===== src/sv/tsrs_pkg.sv =====
package tsrs_pkg;

    localparam int ROW_W     = 13;
    localparam int COL_W     = 13;
    localparam int ELEV_W    = 24;
    localparam int CS_W      = 20;
    localparam int TAN_W     = 24;
    localparam int TAN_FRAC  = 16;
    localparam int CFG_IDX_W = 1;
    localparam int CFG_W     = 24;

    localparam int MAX_ROWS = 4096;
    localparam int MAX_COLS = 4096;
    localparam int LIM_W    = 17;
    localparam logic [LIM_W-1:0] ROW_LIMIT = LIM_W'(MAX_ROWS);
    localparam logic [LIM_W-1:0] COL_LIMIT = LIM_W'(MAX_COLS);

    localparam int Q_DEPTH = 2;

    localparam logic [CFG_IDX_W-1:0] CFG_CELL_SIZE = 1'b0;
    localparam logic [CFG_IDX_W-1:0] CFG_TAN_SUN   = 1'b1;

    localparam logic [CS_W-1:0]  CS_RESET  = CS_W'(1000);
    localparam logic [TAN_W-1:0] TAN_RESET = TAN_W'(65536);

    // distance terms
    localparam int DIFF_W = ROW_W + 1;
    localparam int SQ_W   = 2 * ROW_W;
    localparam int SUM_W  = SQ_W + 1;
    localparam int DROP_W = ELEV_W + 1;
    localparam int D2_W   = 2 * ELEV_W;
    localparam int K_W    = 2 * (TAN_W + CS_W);

    // chunked multiplier
    localparam int A_CHUNK  = 24;
    localparam int A_CHUNKS = 4;
    localparam int A_W      = A_CHUNK * A_CHUNKS;
    localparam int B_W      = SUM_W;
    localparam int MUL_W    = A_CHUNK + B_W;
    localparam int ACC_W    = A_W + B_W;
    localparam int IDX_W    = $clog2(A_CHUNKS);

    typedef struct packed {
        logic                     ray_start;
        logic                     cell_ok;
        logic                     is_ridge;
        logic [ROW_W-1:0]         row;
        logic [COL_W-1:0]         col;
        logic signed [ELEV_W-1:0] elevation;
    } cell_t;

    typedef struct packed {
        logic             start;
        logic [IDX_W-1:0] last;
        logic [A_W-1:0]   a;
        logic [B_W-1:0]   b;
    } mac_req_t;

    typedef struct packed {
        logic             done;
        logic [ACC_W-1:0] prod;
    } mac_rsp_t;

endpackage


===== src/sv/tsrs_front.sv =====
module tsrs_front (
    input  logic                              clk,
    input  logic                              rst_n,
    input  logic                              in_valid,
    output logic                              in_stall,
    input  logic                              ray_start,
    input  logic [tsrs_pkg::ROW_W-1:0]        row,
    input  logic [tsrs_pkg::COL_W-1:0]        col,
    input  logic signed [tsrs_pkg::ELEV_W-1:0] elevation,
    input  logic                              is_ridge,
    input  logic                              is_nodata,
    output logic                              q_valid,
    output tsrs_pkg::cell_t                   q_item,
    input  logic                              q_pop
);
    import tsrs_pkg::*;

    cell_t      slot_reg [Q_DEPTH];
    logic       wr_ptr_reg, wr_ptr_next;
    logic       rd_ptr_reg, rd_ptr_next;
    logic [1:0] count_reg, count_next;
    logic       push;
    logic       pop;
    logic       in_grid;
    cell_t      in_item;

    // out-of-grid cells are handled as no-data
    always_comb
    begin
        in_grid = (row != '0) && (col != '0)
               && (LIM_W'(row) <= ROW_LIMIT) && (LIM_W'(col) <= COL_LIMIT);
        in_item.ray_start = ray_start;
        in_item.cell_ok   = in_grid && !is_nodata;
        in_item.is_ridge  = is_ridge;
        in_item.row       = row;
        in_item.col       = col;
        in_item.elevation = elevation;
    end

    assign in_stall = (count_reg == 2'(Q_DEPTH));
    assign push     = in_valid && !in_stall;
    assign q_valid  = (count_reg != '0);
    assign pop      = q_pop && q_valid;
    assign q_item   = slot_reg[rd_ptr_reg];

    always_comb
    begin
        wr_ptr_next = push ? !wr_ptr_reg : wr_ptr_reg;
        rd_ptr_next = pop ? !rd_ptr_reg : rd_ptr_reg;
        count_next  = count_reg;
        if (push && !pop)
        begin
            count_next = count_reg + 2'd1;
        end
        else if (pop && !push)
        begin
            count_next = count_reg - 2'd1;
        end
    end

    always_ff @(posedge clk or negedge rst_n)
    begin
        if (!rst_n)
        begin
            wr_ptr_reg <= 1'b0;
            rd_ptr_reg <= 1'b0;
            count_reg  <= '0;
        end
        else
        begin
            wr_ptr_reg <= wr_ptr_next;
            rd_ptr_reg <= rd_ptr_next;
            count_reg  <= count_next;
        end
    end

    always_ff @(posedge clk)
    begin
        if (push)
        begin
            slot_reg[wr_ptr_reg] <= in_item;
        end
    end

endmodule


===== src/sv/tsrs_mac.sv =====
module tsrs_mac (
    input  logic               clk,
    input  logic               rst_n,
    input  tsrs_pkg::mac_req_t req,
    output tsrs_pkg::mac_rsp_t rsp
);
    import tsrs_pkg::*;

    logic [A_W-1:0]   a_reg;
    logic [B_W-1:0]   b_reg;
    logic [IDX_W-1:0] idx_reg, idx_next;
    logic [IDX_W-1:0] last_reg;
    logic             busy_reg, busy_next;
    logic             done_reg, done_next;
    logic [ACC_W-1:0] acc_reg, acc_next;
    logic [A_CHUNK-1:0] chunk;
    logic [MUL_W-1:0] prod;

    // one chunk of a times b per cycle, accumulated at its weight
    always_comb
    begin
        chunk     = a_reg[idx_reg*A_CHUNK +: A_CHUNK];
        prod      = MUL_W'(chunk) * MUL_W'(b_reg);
        idx_next  = idx_reg;
        busy_next = busy_reg;
        done_next = 1'b0;
        acc_next  = acc_reg;
        if (req.start)
        begin
            idx_next  = '0;
            busy_next = 1'b1;
            acc_next  = '0;
        end
        else if (busy_reg)
        begin
            acc_next = acc_reg + (ACC_W'(prod) << (A_CHUNK * int'(idx_reg)));
            if (idx_reg == last_reg)
            begin
                busy_next = 1'b0;
                done_next = 1'b1;
            end
            else
            begin
                idx_next = idx_reg + 1'b1;
            end
        end
    end

    always_ff @(posedge clk or negedge rst_n)
    begin
        if (!rst_n)
        begin
            idx_reg  <= '0;
            busy_reg <= 1'b0;
            done_reg <= 1'b0;
        end
        else
        begin
            idx_reg  <= idx_next;
            busy_reg <= busy_next;
            done_reg <= done_next;
        end
    end

    always_ff @(posedge clk)
    begin
        acc_reg <= acc_next;
        if (req.start)
        begin
            a_reg    <= req.a;
            b_reg    <= req.b;
            last_reg <= req.last;
        end
    end

    assign rsp.done = done_reg;
    assign rsp.prod = acc_reg;

endmodule


===== src/sv/tsrs_back.sv =====
module tsrs_back (
    input  logic                             clk,
    input  logic                             rst_n,
    input  logic                             cfg_we,
    input  logic [tsrs_pkg::CFG_IDX_W-1:0]   cfg_index,
    input  logic [tsrs_pkg::CFG_W-1:0]       cfg_data,
    input  logic                             q_valid,
    input  tsrs_pkg::cell_t                  q_item,
    output logic                             q_pop,
    output logic                             out_valid,
    input  logic                             out_stall,
    output logic                             write_shadow,
    output logic                             shadow
);
    import tsrs_pkg::*;

    typedef enum logic [7:0] {
        ST_IDLE = 8'b0000_0001,
        ST_EVAL = 8'b0000_0010,
        ST_SUM  = 8'b0000_0100,
        ST_K0   = 8'b0000_1000,
        ST_K1   = 8'b0001_0000,
        ST_K2   = 8'b0010_0000,
        ST_SMUL = 8'b0100_0000,
        ST_EMIT = 8'b1000_0000
    } state_t;

    state_t state_reg, state_next;

    logic [CS_W-1:0]  cell_size_reg, cell_size_next;
    logic [TAN_W-1:0] tan_reg, tan_next;

    cell_t item_reg, item_next;

    logic [ROW_W-1:0]         ridge_row_reg, ridge_row_next;
    logic [COL_W-1:0]         ridge_col_reg, ridge_col_next;
    logic signed [ELEV_W-1:0] ridge_elev_reg, ridge_elev_next;
    logic                     have_ridge_reg, have_ridge_next;
    logic                     shading_reg, shading_next;

    logic [D2_W-1:0]  d2_reg, d2_next;
    logic [SQ_W-1:0]  dr2_reg, dr2_next;
    logic [SQ_W-1:0]  dc2_reg, dc2_next;
    logic [SUM_W-1:0] s_reg, s_next;
    logic [K_W-1:0]   k_reg, k_next;
    logic             k_valid_reg, k_valid_next;

    logic res_wr_reg, res_wr_next;
    logic res_sh_reg, res_sh_next;
    logic out_valid_reg, out_valid_next;
    logic out_write_reg, out_write_next;
    logic out_shadow_reg, out_shadow_next;

    logic signed [DROP_W-1:0] drop;
    logic signed [DIFF_W-1:0] dr;
    logic signed [DIFF_W-1:0] dc;
    logic [DIFF_W-1:0]        adr;
    logic [DIFF_W-1:0]        adc;
    logic [ELEV_W-1:0]        drop_mag;
    logic                     drop_pos;
    logic [SUM_W-1:0]         s_sum;
    logic                     lit;
    logic                     out_free;

    mac_req_t mac_req;
    mac_rsp_t mac_rsp;

    tsrs_mac u_mac (
        .clk   (clk),
        .rst_n (rst_n),
        .req   (mac_req),
        .rsp   (mac_rsp)
    );

    always_comb
    begin
        drop     = $signed({ridge_elev_reg[ELEV_W-1], ridge_elev_reg})
                 - $signed({item_reg.elevation[ELEV_W-1], item_reg.elevation});
        dr       = $signed({1'b0, ridge_row_reg}) - $signed({1'b0, item_reg.row});
        dc       = $signed({1'b0, ridge_col_reg}) - $signed({1'b0, item_reg.col});
        adr      = dr[DIFF_W-1] ? DIFF_W'(-dr) : DIFF_W'(dr);
        adc      = dc[DIFF_W-1] ? DIFF_W'(-dc) : DIFF_W'(dc);
        drop_mag = drop[ELEV_W-1:0];
        drop_pos = !drop[DROP_W-1] && (drop != '0);
        s_sum    = SUM_W'(dr2_reg) + SUM_W'(dc2_reg);
        // squared test, both sides scaled by the q8.16 fraction squared
        lit      = (ACC_W'(d2_reg) << (2 * TAN_FRAC)) <= mac_rsp.prod;
        out_free = !out_valid_reg || !out_stall;
    end

    always_comb
    begin
        state_next      = state_reg;
        cell_size_next  = cell_size_reg;
        tan_next        = tan_reg;
        item_next       = item_reg;
        ridge_row_next  = ridge_row_reg;
        ridge_col_next  = ridge_col_reg;
        ridge_elev_next = ridge_elev_reg;
        have_ridge_next = have_ridge_reg;
        shading_next    = shading_reg;
        d2_next         = d2_reg;
        dr2_next        = dr2_reg;
        dc2_next        = dc2_reg;
        s_next          = s_reg;
        k_next          = k_reg;
        k_valid_next    = k_valid_reg;
        res_wr_next     = res_wr_reg;
        res_sh_next     = res_sh_reg;
        out_valid_next  = out_valid_reg && out_stall;
        out_write_next  = out_write_reg;
        out_shadow_next = out_shadow_reg;
        q_pop           = 1'b0;
        mac_req.start   = 1'b0;
        mac_req.last    = '0;
        mac_req.a       = A_W'(tan_reg);
        mac_req.b       = B_W'(cell_size_reg);

        if (cfg_we)
        begin
            k_valid_next = 1'b0;
            case (cfg_index)
                CFG_CELL_SIZE: cell_size_next = cfg_data[CS_W-1:0];
                CFG_TAN_SUN:   tan_next       = cfg_data[TAN_W-1:0];
                default:       ;
            endcase
        end

        case (state_reg)
            ST_IDLE:
            begin
                if (q_valid)
                begin
                    q_pop     = 1'b1;
                    item_next = q_item;
                    if (q_item.ray_start)
                    begin
                        ridge_row_next  = '0;
                        ridge_col_next  = '0;
                        ridge_elev_next = '0;
                        have_ridge_next = 1'b0;
                        shading_next    = 1'b0;
                    end
                    state_next = ST_EVAL;
                end
            end
            ST_EVAL:
            begin
                res_wr_next = 1'b0;
                res_sh_next = 1'b0;
                state_next  = ST_EMIT;
                if (item_reg.cell_ok)
                begin
                    if (item_reg.is_ridge && !have_ridge_reg)
                    begin
                        ridge_row_next  = item_reg.row;
                        ridge_col_next  = item_reg.col;
                        ridge_elev_next = item_reg.elevation;
                        have_ridge_next = 1'b1;
                        shading_next    = 1'b1;
                    end
                    else if (item_reg.is_ridge || shading_reg)
                    begin
                        res_wr_next = 1'b1;
                        if (!drop_pos)
                        begin
                            // cell not below the ridge: lit at once
                            if (item_reg.is_ridge)
                            begin
                                ridge_row_next  = item_reg.row;
                                ridge_col_next  = item_reg.col;
                                ridge_elev_next = item_reg.elevation;
                            end
                            else
                            begin
                                shading_next = 1'b0;
                            end
                        end
                        else
                        begin
                            d2_next    = D2_W'(drop_mag) * D2_W'(drop_mag);
                            dr2_next   = SQ_W'(adr[DIFF_W-2:0]) * SQ_W'(adr[DIFF_W-2:0]);
                            dc2_next   = SQ_W'(adc[DIFF_W-2:0]) * SQ_W'(adc[DIFF_W-2:0]);
                            state_next = ST_SUM;
                        end
                    end
                end
            end
            ST_SUM:
            begin
                s_next        = s_sum;
                mac_req.start = 1'b1;
                if (k_valid_reg)
                begin
                    // tan^2 * cell_size^2 times squared distance
                    mac_req.last = IDX_W'(3);
                    mac_req.a    = A_W'(k_reg);
                    mac_req.b    = s_sum;
                    state_next   = ST_SMUL;
                end
                else
                begin
                    // tan * cell_size
                    mac_req.last = IDX_W'(0);
                    mac_req.a    = A_W'(tan_reg);
                    mac_req.b    = B_W'(cell_size_reg);
                    state_next   = ST_K0;
                end
            end
            ST_K0:
            begin
                if (mac_rsp.done)
                begin
                    mac_req.start = 1'b1;
                    mac_req.last  = IDX_W'(1);
                    mac_req.a     = A_W'(mac_rsp.prod);
                    mac_req.b     = B_W'(tan_reg);
                    state_next    = ST_K1;
                end
            end
            ST_K1:
            begin
                if (mac_rsp.done)
                begin
                    mac_req.start = 1'b1;
                    mac_req.last  = IDX_W'(2);
                    mac_req.a     = A_W'(mac_rsp.prod);
                    mac_req.b     = B_W'(cell_size_reg);
                    state_next    = ST_K2;
                end
            end
            ST_K2:
            begin
                if (mac_rsp.done)
                begin
                    k_next        = mac_rsp.prod[K_W-1:0];
                    k_valid_next  = 1'b1;
                    mac_req.start = 1'b1;
                    mac_req.last  = IDX_W'(3);
                    mac_req.a     = A_W'(mac_rsp.prod);
                    mac_req.b     = s_reg;
                    state_next    = ST_SMUL;
                end
            end
            ST_SMUL:
            begin
                if (mac_rsp.done)
                begin
                    if (lit)
                    begin
                        res_sh_next = 1'b0;
                        if (item_reg.is_ridge)
                        begin
                            ridge_row_next  = item_reg.row;
                            ridge_col_next  = item_reg.col;
                            ridge_elev_next = item_reg.elevation;
                        end
                        else
                        begin
                            shading_next = 1'b0;
                        end
                    end
                    else
                    begin
                        res_sh_next = 1'b1;
                    end
                    state_next = ST_EMIT;
                end
            end
            ST_EMIT:
            begin
                if (out_free)
                begin
                    out_valid_next  = 1'b1;
                    out_write_next  = res_wr_reg;
                    out_shadow_next = res_sh_reg;
                    state_next      = ST_IDLE;
                end
            end
            default:
            begin
                state_next = ST_IDLE;
            end
        endcase
    end

    always_ff @(posedge clk or negedge rst_n)
    begin
        if (!rst_n)
        begin
            state_reg      <= ST_IDLE;
            cell_size_reg  <= CS_RESET;
            tan_reg        <= TAN_RESET;
            ridge_row_reg  <= '0;
            ridge_col_reg  <= '0;
            ridge_elev_reg <= '0;
            have_ridge_reg <= 1'b0;
            shading_reg    <= 1'b0;
            k_valid_reg    <= 1'b0;
            out_valid_reg  <= 1'b0;
        end
        else
        begin
            state_reg      <= state_next;
            cell_size_reg  <= cell_size_next;
            tan_reg        <= tan_next;
            ridge_row_reg  <= ridge_row_next;
            ridge_col_reg  <= ridge_col_next;
            ridge_elev_reg <= ridge_elev_next;
            have_ridge_reg <= have_ridge_next;
            shading_reg    <= shading_next;
            k_valid_reg    <= k_valid_next;
            out_valid_reg  <= out_valid_next;
        end
    end

    always_ff @(posedge clk)
    begin
        item_reg       <= item_next;
        d2_reg         <= d2_next;
        dr2_reg        <= dr2_next;
        dc2_reg        <= dc2_next;
        s_reg          <= s_next;
        k_reg          <= k_next;
        res_wr_reg     <= res_wr_next;
        res_sh_reg     <= res_sh_next;
        out_write_reg  <= out_write_next;
        out_shadow_reg <= out_shadow_next;
    end

    assign out_valid    = out_valid_reg;
    assign write_shadow = out_write_reg;
    assign shadow       = out_shadow_reg;

endmodule


===== src/sv/terrain_shadow_ray_scan_core.sv =====
// channel   direction  handshake           payload
// in        input      in_valid/in_stall   ray_start row col elevation is_ridge is_nodata
// out       output     out_valid/out_stall write_shadow shadow
// cfg       input      cfg_we              cfg_index cfg_data
//
// a cell that needs no distance test goes from the queue through ST_EVAL and ST_EMIT to the result register
// a tested cell multiplies as four 24-bit chunks through the shared multiplier
// the first tested cell after a config write first rebuilds tan^2 * cell_size^2 in ST_K0, ST_K1 and ST_K2
// reset clears the ridge state and loads cell_size 1000, tan_sun_elevation 1.0
// a two-beat queue and the result register let either side stall on its own
module terrain_shadow_ray_scan_core (
    input  logic                               clk,
    input  logic                               rst_n,
    input  logic                               cfg_we,
    input  logic [tsrs_pkg::CFG_IDX_W-1:0]     cfg_index,
    input  logic [tsrs_pkg::CFG_W-1:0]         cfg_data,
    input  logic                               in_valid,
    output logic                               in_stall,
    input  logic                               ray_start,
    input  logic [tsrs_pkg::ROW_W-1:0]         row,
    input  logic [tsrs_pkg::COL_W-1:0]         col,
    input  logic signed [tsrs_pkg::ELEV_W-1:0] elevation,
    input  logic                               is_ridge,
    input  logic                               is_nodata,
    output logic                               out_valid,
    input  logic                               out_stall,
    output logic                               write_shadow,
    output logic                               shadow
);
    import tsrs_pkg::*;

    logic  q_valid;
    logic  q_pop;
    cell_t q_item;

    tsrs_front u_front (
        .clk       (clk),
        .rst_n     (rst_n),
        .in_valid  (in_valid),
        .in_stall  (in_stall),
        .ray_start (ray_start),
        .row       (row),
        .col       (col),
        .elevation (elevation),
        .is_ridge  (is_ridge),
        .is_nodata (is_nodata),
        .q_valid   (q_valid),
        .q_item    (q_item),
        .q_pop     (q_pop)
    );

    tsrs_back u_back (
        .clk          (clk),
        .rst_n        (rst_n),
        .cfg_we       (cfg_we),
        .cfg_index    (cfg_index),
        .cfg_data     (cfg_data),
        .q_valid      (q_valid),
        .q_item       (q_item),
        .q_pop        (q_pop),
        .out_valid    (out_valid),
        .out_stall    (out_stall),
        .write_shadow (write_shadow),
        .shadow       (shadow)
    );

endmodule

===== config.mk =====
export PLATFORM = sky130hd
export DESIGN_NAME = terrain_shadow_ray_scan_core
export DESIGN_NICKNAME = d
export VERILOG_FILES = /design/src/sv/tsrs_pkg.sv /design/src/sv/tsrs_front.sv /design/src/sv/tsrs_mac.sv /design/src/sv/tsrs_back.sv /design/src/sv/terrain_shadow_ray_scan_core.sv
export SDC_FILE = /design/constraint.sdc
export NUM_CORES = 2
export LEC_CHECK = 0
export ABC_AREA = 1
export BUFFER_PORTS_ARGS = -buffer_cell sky130_fd_sc_hd__buf_4
export CAP_MARGIN = 20
export CELL_PAD_IN_SITES_DETAIL_PLACEMENT = 2
export CELL_PAD_IN_SITES_GLOBAL_PLACEMENT = 2
export CORE_MARGIN = 2
export CORE_UTILIZATION = 41
export DETAILED_ROUTE_END_ITERATION = 10
export PLACE_DENSITY = 0.9
export SYNTH_ARGS = -nofsm -noshare
export SYNTH_HDL_FRONTEND = slang
export SYNTH_SLANG_ARGS = --single-unit

===== constraint.sdc =====
create_clock -name clk -period 13.15 [get_ports clk]
set_input_delay 2.63 -clock clk [delete_from_list [all_inputs] [get_ports clk]]
set_output_delay 2.63 -clock clk [all_outputs]
set_load 0.005 [all_outputs]

## Word level (Yosys, flattened, before mapping)

Memory sizes are Yosys's and may differ from the RTL's.
Cells that the tools add are included.

- $lt $le $gt $ge: 3
- Bitwise logic cells: 3
- Reduce and logical (&&, ||, !) cells: 44
- $add $sub $neg: 10
- Multiply operators: 6
- Multiplexer cells: 84
- Equal/unequal tests: 23
- Shift operators: 2
- Div/mod/pow operators: 0

Operator list:

| kind | number |
|---|---|
| 126-bit case mux with 4 select lines | 1 |
| 126-bit 2-to-1 mux | 3 |
| 13-bit 2-to-1 mux | 18 |
| 24-bit 2-to-1 mux | 9 |
| 125-bit 2-to-1 mux | 1 |
| 123-bit adder | 1 |
| 80-bit by 123-bit less-or-equal comparator with 1-bit output | 1 |
| 51-bit by 7-bit left shift with 123-bit output | 1 |
| 96-bit by 8-bit indexed part select with 24-bit output | 1 |
| 8-bit 2-to-1 mux | 10 |
| 13-bit case mux with 3 select lines | 2 |
| 24-bit case mux with 3 select lines | 1 |
| 8-bit case mux with 8 select lines | 1 |
| 13-bit by 13-bit multiplier with 26-bit output | 2 |
| 24-bit by 27-bit multiplier with 51-bit output | 1 |
| 24-bit by 24-bit multiplier with 48-bit output | 1 |
| 1-bit 2-to-1 mux | 29 |
| 13-bit by 13-bit subtractor with 14-bit output | 2 |
| 26-bit by 26-bit adder with 27-bit output | 1 |
| 13-bit less-or-equal comparator (second input constant) | 2 |
| 13-bit negation | 2 |
| 13-bit nonzero test | 2 |
| 25-bit nonzero test | 1 |
| 24-bit by 24-bit subtractor with 25-bit output | 1 |
| 33 further kinds | 81 |

- Memories: 1
- Bits in latches: 0
- Input bits: 83
- Register bits after elaboration: 633
- Word-level logic and storage cells: 210
- Bits in writable memories: 106
- Bits in read-only memories: 0

Memory list:

| name | words | bits a word | rd ports | clocked after Yosys merged registers in | write ports | RTL line | text |
|---|---|---|---|---|---|---|---|
| u_front.slot_reg | 2 | 53 | 1 | 0 | 1 | tsrs_front.sv:18 | `cell_t slot_reg [Q_DEPTH];` |

## Longest topological paths before layout

- Depth in word-level cells: 8
- Gate-level depth with buffers: 59

## Modules after synthesis

A second synthesis with hierarchy kept.

- Cells, all modules: 11758
- Area total of the unflattened synthesis: 93140.6 um^2

By module, submodules not included:

| module | times used | sequential area each (um^2) | cells each | area each (um^2) |
|---|---|---|---|---|
| tsrs_back | 1 | 10710.3 | 5343 | 45952.8 |
| tsrs_mac | 1 | 6316.1 | 6085 | 42991.2 |
| tsrs_front | 1 | 3283.1 | 330 | 4196.5 |

## Least setup slack after synthesis

Ideal clock, no wire load.

- Path kind: flip-flop to flip-flop
- Start: register u_back.u_mac.idx_reg[0]
- End: register u_back.u_mac.acc_reg[92]
- Data arrival time: 9.071 ns
- Stages on the path, launching flop included: 49
- Setup slack: 3.964 ns
- Data required time: 13.035 ns
- Clock period less this slack: 9.186 ns
- Buffers on the path: 3
- Path through: dfrtp_1 > inv_2 > clkbuf_1 > clkbuf_1 > nand2_1 > nand3_1 > nand2_1 > clkbuf_1 > nor2_1 > fa_1 > fa_1 > inv_1 > fa_1 > fa_1 > inv_1 > fa_1 > fa_1 > inv_1 > [13 not listed] > nand3_1 > nand3_1 > o21ai_0 > nor2_1 > ha_1 > nand2_1 > nor2_1 > inv_1 > nor2_1 > inv_1 > nor4_1 > a21oi_1 > o21ai_0 > nand3_1 > nand2_1 > xor2_1 > o21ai_0 > inv_1

- Cells in the longest elaborated chain, start to end: 5
- Elaborated cells between the ends (all ways): 6
- Classes of those cells: add/sub: 1; mul: 3; shift: 2

Ends and longest elaborated chain:

| what | RTL line | text |
|---|---|---|
| start, declared | tsrs_mac.sv:11 | `logic [IDX_W-1:0] idx_reg, idx_next;` |
| start signal, assigned | tsrs_mac.sv:59 | `idx_reg <= idx_next;` |
| 2-bit by 2-bit multiplier with 4-bit output | tsrs_mac.sv:22, tsrs_mac.sv:36 |  |
| 96-bit by 8-bit indexed part select with 24-bit output | tsrs_mac.sv:22 | `chunk = a_reg[idx_reg*A_CHUNK +: A_CHUNK];` |
| 24-bit by 27-bit multiplier with 51-bit output | tsrs_mac.sv:23 | `prod = MUL_W'(chunk) * MUL_W'(b_reg);` |
| 51-bit by 7-bit left shift with 123-bit output * | tsrs_mac.sv:36 | `acc_next = acc_reg + (ACC_W'(prod) << (A_CHUNK * int'(idx_reg)));` |
| 123-bit adder * | tsrs_mac.sv:36 |  |
| end signal, assigned | tsrs_mac.sv:67 | `acc_reg <= acc_next;` |
| end, declared | tsrs_mac.sv:15 | `logic [ACC_W-1:0] acc_reg, acc_next;` |

Mark *: on every way between the ends. The rest lies on a longest branch, timed or not.
A chain may end at the register's enable or synchronous reset.

## Final worst setup path

- Start: register u_back.u_mac.idx_reg[0]
- End: register u_back.u_mac.acc_reg[62]

Same word-level chain as after synthesis.

==> results by group <==
Clock tree
  • Count of hold-fix buffers inserted at cts: 0
  • Num CTS Buffers: 90
  • Htree depth: 3
  • Sink Count: 736
  • Clock Path Buffers: 3
  • Worst-path clk slew: 0.07 ns
  • Root buf cell: clkbuf_16
  • CTS tree: built
  • Worst skew pair latency: about 0.8 ns

Finish
  • Fin util: between 40 and 50%
  • Fill cells: 24,955
  • Max reg flops: 123
  • Share of layout cells above drive strength 1: 5.10%
  • Area Growth Syn to Fin: 8.78%
  • Fin nets: between 10,000 and 15,000

STA
  • Fmax: 77.8 MHz
  • Slew HR: 17.0%
  • Setup-failing EPs final: 0
  • Min cycle time layout: 12.85 ns
  • Clock Skew: ~0.07 ns
  • Slew Limit Fails: 0
  • Final period util: 97.7%
  • Slew @ Worst Pin: 1.23 ns
  • Final hold violations: 0

Global routing
  • GRT overflow: 0
  • First-pass GRT wire length: 744,000 µm
  • Number of global-route vias before repair: 103,626
  • Largest net degree at the start of global routing: roughly 100
  • Global Route Usage Sum: 44.8%
  • Antenna violations before repair: 35

Worst setup path
  • CP max FO: 34
  • Crit path arrival time: ~13 ns
  • Buffers & Inverters on Critical Path: 10
  • CP Capture Type: flip-flop
  • Slowest stage delay, CP: 0.57 ns
  • Req. time, crit path: roughly 14 ns
  • Type of the worst setup path: reg -> reg
  • CP Launch Type: flip-flop
  • Most used cell, CP: nand2_1
  • CP max-delay cell: fa_1
  • Cell family with most CP delay: adder cells

Synthesis
  • Synth area leader: fa_1
  • Avg Synthesized Cell Area: 7.99 µm²
  • Top cells by count, synth: 2,449 x inv_1, 1,969 x nand2_1, 1,481 x nor2_1
  • Area share of the largest cell type after synthesis: 25.4%
  • Post-synthesis cell type count: 64
  • Synth area leaders: fa_1 25%, edfxtp_1 16%, inv_1 10%
  • Yosys Warn Count: 0
  • Post-synthesis compound-gate area fraction: 9.54%
  • Simple-Gate Fraction of Synth Area: roughly 18%
  • Mapped Cells: between 10,000 and 15,000
  • Post-synth EDFFs: roughly 500
  • Post-Synth XOR/XNOR Area: 2.62%
  • Mux contribution to synthesized area: less than 1%
  • Ys async rst share: about 15%
  • Synth Flop Type: edfxtp_1
  • Post-synthesis cell area: 92,100 µm²
  • Post-synthesis sequential area ratio: between 20% and 30%
  • Synth Net Count: 13,507
  • Most frequent cell after synthesis: inv_1
  • Adder-cell area share of the yosys netlist: 35.3%
  • Largest family of logic cells by synthesized area: adder cells
  • Synthesis-stage register bit count: approximately 740

Floorplan
  • # IOs: 87
  • Chip width: approximately 480 µm
  • Row cnt: 173
  • Die area: approximately 230,000 µm²
  • Starting density of the core: 41.3%
  • Core Region: 223,000 µm²
  • Height of the die: 478 µm

Drt
  • Total routed wirelength: 518,000 µm
  • Via Count: 90,688
  • Wire per inst: about 35 µm
  • Iteration-0 DRC Markers: 8,748
  • Final ANT Viol Nets: 0
  • Via-to-Cell Ratio: around 6.2
  • DR DRC count: 0
  • Pre-antenna DRT Iters: 6

Placed design
  • RePlAce Congestion: slightly above 1
  • HPWL after DPL: 384,000 µm
  • PortBufs: 86

Run
  • Number of max-cap violations: 0

Run status
  • Status: finished clean

Min path
  • Worst hold path type: reg -> reg
[final cells by class]
type / instances / area (µm²) / area share (%)
antenna: 18 / 45.0 / 0.0450
inverter: 2491 / 9390 / 9.37
multi-input combinational: 7960 / 61300 / 61.2
tap: 2975 / 3720 / 3.72
sequential: 736 / 20300 / 20.3
clock buffer: 116 / 2480 / 2.48
clock inverter: 53 / 732 / 0.731
timing repair buffer: 279 / 2160 / 2.16
[layer usage]
metal	vias to the layer above	share of wire, %	GRT usage, %
li1	35964	-	-
met1	46623	36	51.1
met2	5677	46	73.3
met3	2402	8.4	9.99
met4	22	9.1	33.8
met5	-	0.028	0.0630
[metrics by stage]
stage	hold WS, ns	setup slack, ns	TNS, ns	area (µm²)	instances
after floorplan	0.400	3.96	0	92100	11525
after global placement	0.440	0.0340	0	96700	14431
after detailed placement	0.464	0.164	0	96800	14438
after CTS	0.479	0.0622	0	100000	14607
after global routing	0.490	-0.00260	-0.00260	100000	14612
final	0.474	0.298	0	100000	14628
[layout by cell type, fill, tap and decap left out, types with 84 or more instances in the layout]
master and n:
o21ai_0 593, xnor2_1 84, inv_1 2448, nand2_1 1961
a21oi_1 638, edfxtp_1 499, clkbuf_16 92, nand3_1 457
nor2_1 1470, xor2_1 178, ha_1 728, dfxtp_1 123
fa_1 1170, dfrtp_1 103, buf_4 274
[timing repair]
action,CTS,global route
gates resized for setup,0,23
endpoints found under the hold margin,0,0
setup endpoints to repair,0,30
buffers inserted,0,0
[final timing paths]
path                       cells past startpoint  slack [ns]                  endpoint                      from
min                                            0        0.47          u_back.k_reg[87]  u_back.u_mac.acc_reg[87]
min in group asynchronous                      1        1.77      u_front.count_reg[1]                     rst_n
min reg2reg                                    0        0.47          u_back.k_reg[87]  u_back.u_mac.acc_reg[87]
max reg2reg                                   42        0.30  u_back.u_mac.acc_reg[62]   u_back.u_mac.idx_reg[0]
max                                           42        0.30  u_back.u_mac.acc_reg[62]   u_back.u_mac.idx_reg[0]
max in group asynchronous                      2       10.03   u_back.u_mac.idx_reg[0]                     rst_n
[cells by family after synthesis]
family / count (synthesis)
fa+ha+maj: 1899
simple gates: 4149
compound gates: 1579
mux: 61
flops: 736
xor+xnor: 272
buf+inv: 2829
Power is not shown: default switching activity piles up to over one toggle a cycle in this logic, so the estimate is an artifact.
